[config.mk]
export PLATFORM = sky130hd
export DESIGN_NAME = nps_ctrl
export DESIGN_NICKNAME = d
export VERILOG_FILES = /design/src/rtl/core/nps_pkg.sv /design/src/rtl/core/nps_ctrl.sv
export SDC_FILE = /design/constraint.sdc
export NUM_CORES = 1
export LEC_CHECK = 0
export BUFFER_PORTS_ARGS = -buffer_cell sky130_fd_sc_hd__buf_2
export CORE_MARGIN = 5
export CORE_UTILIZATION = 45
export CTS_CLUSTER_SIZE = 8
export DETAILED_ROUTE_END_ITERATION = 10
export PLACE_DENSITY = 0.7
export SLEW_MARGIN = 10
export SYNTH_ARGS = -nofsm -noshare
export SYNTH_HDL_FRONTEND = slang
export SYNTH_SLANG_ARGS = --single-unit
[constraint.sdc]
create_clock -name i_clk -period 6.1 [get_ports i_clk]
set_input_delay 0.915 -clock i_clk [delete_from_list [all_inputs] [get_ports i_clk]]
set_output_delay 0.915 -clock i_clk [all_outputs]
set_load 0.01 [all_outputs]
[src/rtl/core/nps_pkg.sv]
package nps_pkg;

    localparam int MAX_NODES = 4096;
    localparam int IDX_W     = $clog2(MAX_NODES);
    localparam int CNT_W     = 13;
    localparam int COORD_W   = 24;
    localparam int DIFF_W    = COORD_W + 1;
    localparam int SQ_W      = 2 * COORD_W;
    localparam int DIST_W    = 50;
    localparam int ID_W      = 13;

    localparam logic ACT_STORE = 1'b0;
    localparam logic ACT_QUERY = 1'b1;

    typedef enum logic [1:0] {
        ST_IDLE,
        ST_SCAN,
        ST_DRAIN,
        ST_DONE
    } t_state;

    typedef struct packed {
        logic             store;
        logic             load_query;
        logic             issue;
        logic [IDX_W-1:0] rd_addr;
    } t_dp_cmd;

    typedef struct packed {
        logic pipe_empty;
    } t_dp_stat;

endpackage

[src/rtl/core/nps_ctrl.sv]
module nps_ctrl (
    input  logic                      i_clk,
    input  logic                      i_rst_n,
    input  logic                      i_start,
    input  logic                      i_action,
    input  logic                      i_cfg_we,
    input  logic [nps_pkg::CNT_W-1:0] i_cfg_wdata,
    input  nps_pkg::t_dp_stat         i_stat,
    output nps_pkg::t_dp_cmd          o_cmd,
    output logic                      o_busy,
    output logic                      o_done
);

    nps_pkg::t_state                r_state, n_state;
    logic [nps_pkg::IDX_W-1:0]      r_idx, n_idx;
    logic [nps_pkg::CNT_W-1:0]      r_cnt, n_cnt;
    logic [nps_pkg::CNT_W-1:0]      r_node_count;
    logic [nps_pkg::CNT_W-1:0]      clamped;

    always_ff @(posedge i_clk) begin
        if (!i_rst_n) begin
            r_node_count <= '0;
        end else if (i_cfg_we) begin
            r_node_count <= i_cfg_wdata;
        end
    end

    always_ff @(posedge i_clk) begin
        if (!i_rst_n) begin
            r_state <= nps_pkg::ST_IDLE;
            r_idx   <= '0;
            r_cnt   <= '0;
        end else begin
            r_state <= n_state;
            r_idx   <= n_idx;
            r_cnt   <= n_cnt;
        end
    end

    // counts above capacity search the whole store
    assign clamped = (r_node_count > nps_pkg::CNT_W'(nps_pkg::MAX_NODES))
                     ? nps_pkg::CNT_W'(nps_pkg::MAX_NODES) : r_node_count;

    always_comb begin
        n_state            = r_state;
        n_idx              = r_idx;
        n_cnt              = r_cnt;
        o_cmd.store        = 1'b0;
        o_cmd.load_query   = 1'b0;
        o_cmd.issue        = 1'b0;
        o_cmd.rd_addr      = r_idx;
        unique case (r_state)
            nps_pkg::ST_IDLE: begin
                if (i_start) begin
                    if (i_action == nps_pkg::ACT_QUERY) begin
                        o_cmd.load_query = 1'b1;
                        n_idx            = '0;
                        n_cnt            = clamped;
                        n_state          = (clamped == '0) ? nps_pkg::ST_DRAIN
                                                           : nps_pkg::ST_SCAN;
                    end else begin
                        o_cmd.store = 1'b1;
                    end
                end
            end
            nps_pkg::ST_SCAN: begin
                o_cmd.issue = 1'b1;
                if ({1'b0, r_idx} == r_cnt - nps_pkg::CNT_W'(1)) begin
                    n_state = nps_pkg::ST_DRAIN;
                end else begin
                    n_idx = r_idx + nps_pkg::IDX_W'(1);
                end
            end
            nps_pkg::ST_DRAIN: begin
                if (i_stat.pipe_empty) begin
                    n_state = nps_pkg::ST_DONE;
                end
            end
            nps_pkg::ST_DONE: begin
                n_state = nps_pkg::ST_IDLE;
            end
            default: begin
                n_state = nps_pkg::ST_IDLE;
            end
        endcase
    end

    assign o_busy = (r_state != nps_pkg::ST_IDLE);
    assign o_done = (r_state == nps_pkg::ST_DONE);

endmodule

Word-level counts from Yosys, hierarchy flattened:

Cells that the tools add are included.

* register bits: 40
* input bits: 19
* logic and storage cells: 39

* add/sub/neg operators: 2
* $lt $le $gt $ge: 1
* equality and inequality tests: 9
* muxes and demuxes: 16
* reduce and logical (&&, ||, !) cells: 7

Operators by type and width (number)
* 12-bit 2-to-1 mux: 3
* 12-bit one-hot mux with 2 select lines: 1
* 2-bit 2-to-1 mux: 7
* 12-bit by 13-bit equality test with 1-bit output: 1
* 13-bit greater-than comparator (second input constant): 1
* 13-bit logical NOT: 1
* 13-bit 2-to-1 mux: 1
* 13-bit by 1-bit subtractor with 13-bit output (second input constant): 1
* 12-bit by 1-bit adder with 12-bit output (second input constant): 1
* 2-bit inequality test (second input constant): 5
* 2-bit one-hot mux with 4 select lines: 1
* 4-bit AND reduction: 2
* 2-bit equality test (second input constant): 2
* 2-bit nonzero test: 2
* 1-bit 2-to-1 mux: 3
* 3-bit AND reduction: 1
* 2-bit by 1-bit equality test with 1-bit output (second input constant): 1
* 2-bit logical NOT: 1

Logic depth before layout (Yosys ltp):

* depth in word-level cells: 7
* depth in mapped cells: 11
* gate-level depth less buffers: 9

Worst setup path after synthesis:

No wires, ideal clock.

* kind: register to register
* start: register r_cnt[2] in the netlist's numbering
* end: register r_idx[6] in the netlist's numbering
* library setup time: 76 ps
* arrival: 2549 ps
* setup slack: 3474 ps
* stages on the path, launching flop included: 11
* path buffers: 3
* period minus slack after synthesis: 2626 ps
* cells stage by stage: dfxtp_1 buf_6 or4_4 a2bb2oi_1 a311o_1 a2111o_1 nor4_2 buf_4 buf_8 o31ai_1 a21oi_1

* cells in the longest elaborated chain, start to end: 4

Ends and longest elaborated chain
* from (decl): RTL line nps_ctrl.sv:16 `logic [nps_pkg::CNT_W-1:0] r_cnt, n_cnt;`
* from (signal assigned): RTL line nps_ctrl.sv:36 `r_cnt <= n_cnt;`
* 13-bit by 1-bit subtractor with 13-bit output: RTL line nps_ctrl.sv:68 `if ({1'b0, r_idx} == r_cnt - nps_pkg::CNT_W'(1)) begin`
* 12-bit by 13-bit equality test with 1-bit output: RTL line nps_ctrl.sv:68
* 2-bit inequality test (no source line)
* 4-bit AND reduction (no source line)
* to (signal assigned): RTL line nps_ctrl.sv:35 `r_idx <= n_idx;`
* to (decl): RTL line nps_ctrl.sv:15 `logic [nps_pkg::IDX_W-1:0] r_idx, n_idx;`

Every way passes these cells.
A chain may end at the register's enable or synchronous reset.

==> results.sh <==
export IMPL_crit_fanout=21
export IMPL_cts_buffers=5
export IMPL_die_y_um=80.8
export IMPL_die_area_um2=6530
export IMPL_synth_compound_area_frac=0.169
export IMPL_port_buffers=35
export IMPL_ys_ff_latch=40
export IMPL_synthCells=262
export IMPL_path_cells="inv_1 -> ha_1 -> nand3_1 -> inv_1 -> buf_2"
export IMPL_ios=36
export IMPL_syn_num_nets=287
export IMPL_antenna_found_initial=0
export IMPL_vias=2000
export IMPL_power_density_nw_per_um2=266
export IMPL_synthXorXnorAreaFrac=0.0427
export IMPL_place_area_um2=2450
export IMPL_routed_via_density=5.56
export IMPL_clockBufferDepth=2
export IMPL_p_leak_nw=1.06
export IMPL_ctsHoldBuffers=0
export IMPL_synth_seq_area_share=0.355
export IMPL_detail_route_antenna_nets=0
export IMPL_dieWidth_um=80.8
export IMPL_status="finished clean"
export IMPL_grt_first_pass_wirelength_um=8360
export IMPL_n_antenna_cell=0
export IMPL_nets=317
export IMPL_grt_total_usage=0.160
export IMPL_synthFlopType="dfxtp_1"
export IMPL_synth_edf_count=0
export IMPL_final_hold_violation_count=0
export IMPL_critPathLaunchType="register"
export IMPL_drv_slew=0
export IMPL_setup_violations=0
export IMPL_min_path_type="register to register"
export IMPL_synth_area_um2=2260
export IMPL_crit_top_cell="inv_1"
export IMPL_async_flop_share=0
export IMPL_avgRoutedWirePerCell_um=13.8
export IMPL_drc_errors=0
export IMPL_grt_max_degree=26
export IMPL_worst_path_largest_cell_delay_ps=570
export IMPL_final_min_clock_period_ps=2970
export IMPL_drtIter0Drc=132
export IMPL_place_congestion=0.845
export IMPL_cts_root_buf="clkbuf_8"
export IMPL_cts_setup_buffers=0
export IMPL_tightest_slew_ps=766
export IMPL_fin_skew_ps=7.31
export IMPL_start_util=0.471
export IMPL_setup_ws_ps=3130
export IMPL_grt_pass1_vias=1743
export IMPL_relSlewSlack=0.485
export IMPL_final_fill_count=475
export IMPL_cts_tree="yes"
export IMPL_crit_arrival_ps=2060
export IMPL_final_period_utilization=0.487
export IMPL_rsz0062_at_grt="no"
export IMPL_synth_distinct_cells=53
export IMPL_clk_latency_ps=300
export IMPL_drv_cap=0
export IMPL_cts_resized=0
export IMPL_grt_overflow=0
export IMPL_clk_pin_slew_ps=80
export IMPL_core_area_um2=4790
export IMPL_dr_pass1_iters=4
export IMPL_vdd_drop_max_mv=0.171
export IMPL_synth_fa_ha_area_frac=0.0333
export IMPL_path_class="register to output pin"
export IMPL_cts_max_level=2
export IMPL_layout_drive_gt1_share=0.174
export IMPL_rows=25
export IMPL_synthSimpleGateAreaFrac=0.282
export IMPL_place_hpwl_um=3770
export IMPL_crit_path_top_delay_cell="nand3_1"
export IMPL_area_growth_pct=13.9
export IMPL_synth_top_family_by_area="simple AND/OR/NAND/NOR gates"
export IMPL_routed_wl_um=4990
export IMPL_stdcell_area_um2=2570
export IMPL_yosys_warnings=0
export IMPL_synth_avg_cell_area_um2=8.61
export IMPL_cp_required_ps=5180
export IMPL_muxShareOfSynthArea=0.0710
export IMPL_pre_cts_slack_ps=2950
export IMPL_max_freq_ghz=0.336
export IMPL_tns_ps=0
export IMPL_clkSinkCount=40
export IMPL_crit_path_end_kind="output pin"
==> where the power goes <==
part,switching (W),internal (W)
Clock,0.000102,0.000123
Combinational,0.0000990,0.0000667
Sequential,0.0000180,0.000275
==> cells in the mapped netlist (all sizes together), types with 2 or more instances <==
library cell,n,area (µm²)
buf,5,42.5
nand2b,4,25.0
or4,9,71.3
o21ai,8,40.0
and3,2,12.5
o211ai,4,30.0
nor3b,5,42.5
a21oi,16,80.1
o31ai,5,37.5
nor2,17,63.8
inv,8,30.0
ha,6,75.1
nand2,19,71.3
nor4,6,50.0
dfxtp,40,801
nor3,4,20.0
xnor2,4,35.0
xor2,7,61.3
or3,5,31.3
a31oi,2,12.5
nand4,7,43.8
a22oi,8,60.1
nand3b,5,37.5
nand3,6,30.0
clkbuf,9,33.8
mux2i,16,160
nor2b,17,106
==> cell families after synthesis <==
| group | Yosys count |
|---|---|
| compound gates | 57 |
| xor+xnor | 11 |
| fa+ha+maj | 6 |
| buf+inv | 22 |
| flops | 40 |
| mux | 16 |
| simple gates | 110 |
==> sequential cells by signal, summed over array words and instances, names as in the netlist <==
name          cells
r_cnt            13
r_idx            12
r_node_count     13
r_state           2
==> path summary, 6_finish.rpt <==
check	slack (ps)	startpoint	end	cells past startpoint
hold / removal	510	r_state[0]$_SDFFE_PN0P_	r_state[0]$_SDFFE_PN0P_	2
hold reg to reg	510	r_state[0]$_SDFFE_PN0P_	r_state[0]$_SDFFE_PN0P_	2
setup / recovery	3130	r_state[1]$_SDFFE_PN0P_	o_cmd[13]	5
setup reg to reg	3200	r_cnt[2]$_SDFFE_PN0P_	r_state[1]$_SDFFE_PN0P_	7
==> area by class of cell <==
cell class              count  area (µm²)  share of cell area
multi-input cells         200        1350               0.525
well taps                  67        83.8              0.0326
clock inverters             3        47.5              0.0185
inverters                   8        30.0              0.0117
clock buffers               5        68.8              0.0268
repair buffers             37         190              0.0740
flip-flops and latches     40         801               0.312
==> through the flow <==
| step | total power, W | cells | hold WS [ps] | utilization |
|---|---|---|---|---|
| floorplan | 0.000418 | 262 | 472 | - |
| global placement | 0.000460 | 352 | 499 | 0.513 |
| detailed placement | 0.000464 | 352 | 506 | 0.513 |
| CTS | 0.000689 | 360 | 518 | 0.537 |
| global route | 0.000720 | 360 | 549 | 0.537 |
| finish | 0.000684 | 360 | 512 | 0.537 |
==> cells in the final DEF (no fill, tap or decap), drive strengths merged, types with 7 or more instances in the layout <==
master  count
inv         8
or4         9
o21ai       8
mux2i      16
a22oi       8
nor2b      17
buf        37
nand4       7
xor2        7
nor2       17
dfxtp      40
nand2      19
a21oi      16
==> routing by layer <==
metal / vias up / share of wire / wire length (µm) / GRT usage
met5: - / 0 / 0 / 0
met4: 0 / 0.011 / 54 / 0.0456
met3: 8 / 0.052 / 258 / 0.0355
met2: 49 / 0.46 / 2270 / 0.253
met1: 910 / 0.48 / 2400 / 0.219
li1: 1033 / - / - / -
==> worst max-delay path, delay by kind of cell, from the launching register on <==
| kind | cells | cell delay [ps] |
|---|---|---|
| simple gates | 1 | 570 |
| buf+inv | 3 | 540 |
| flops | 1 | 350 |
| fa+ha+maj | 1 | 280 |
No activity file was read; power rests on OpenSTA's default activity.
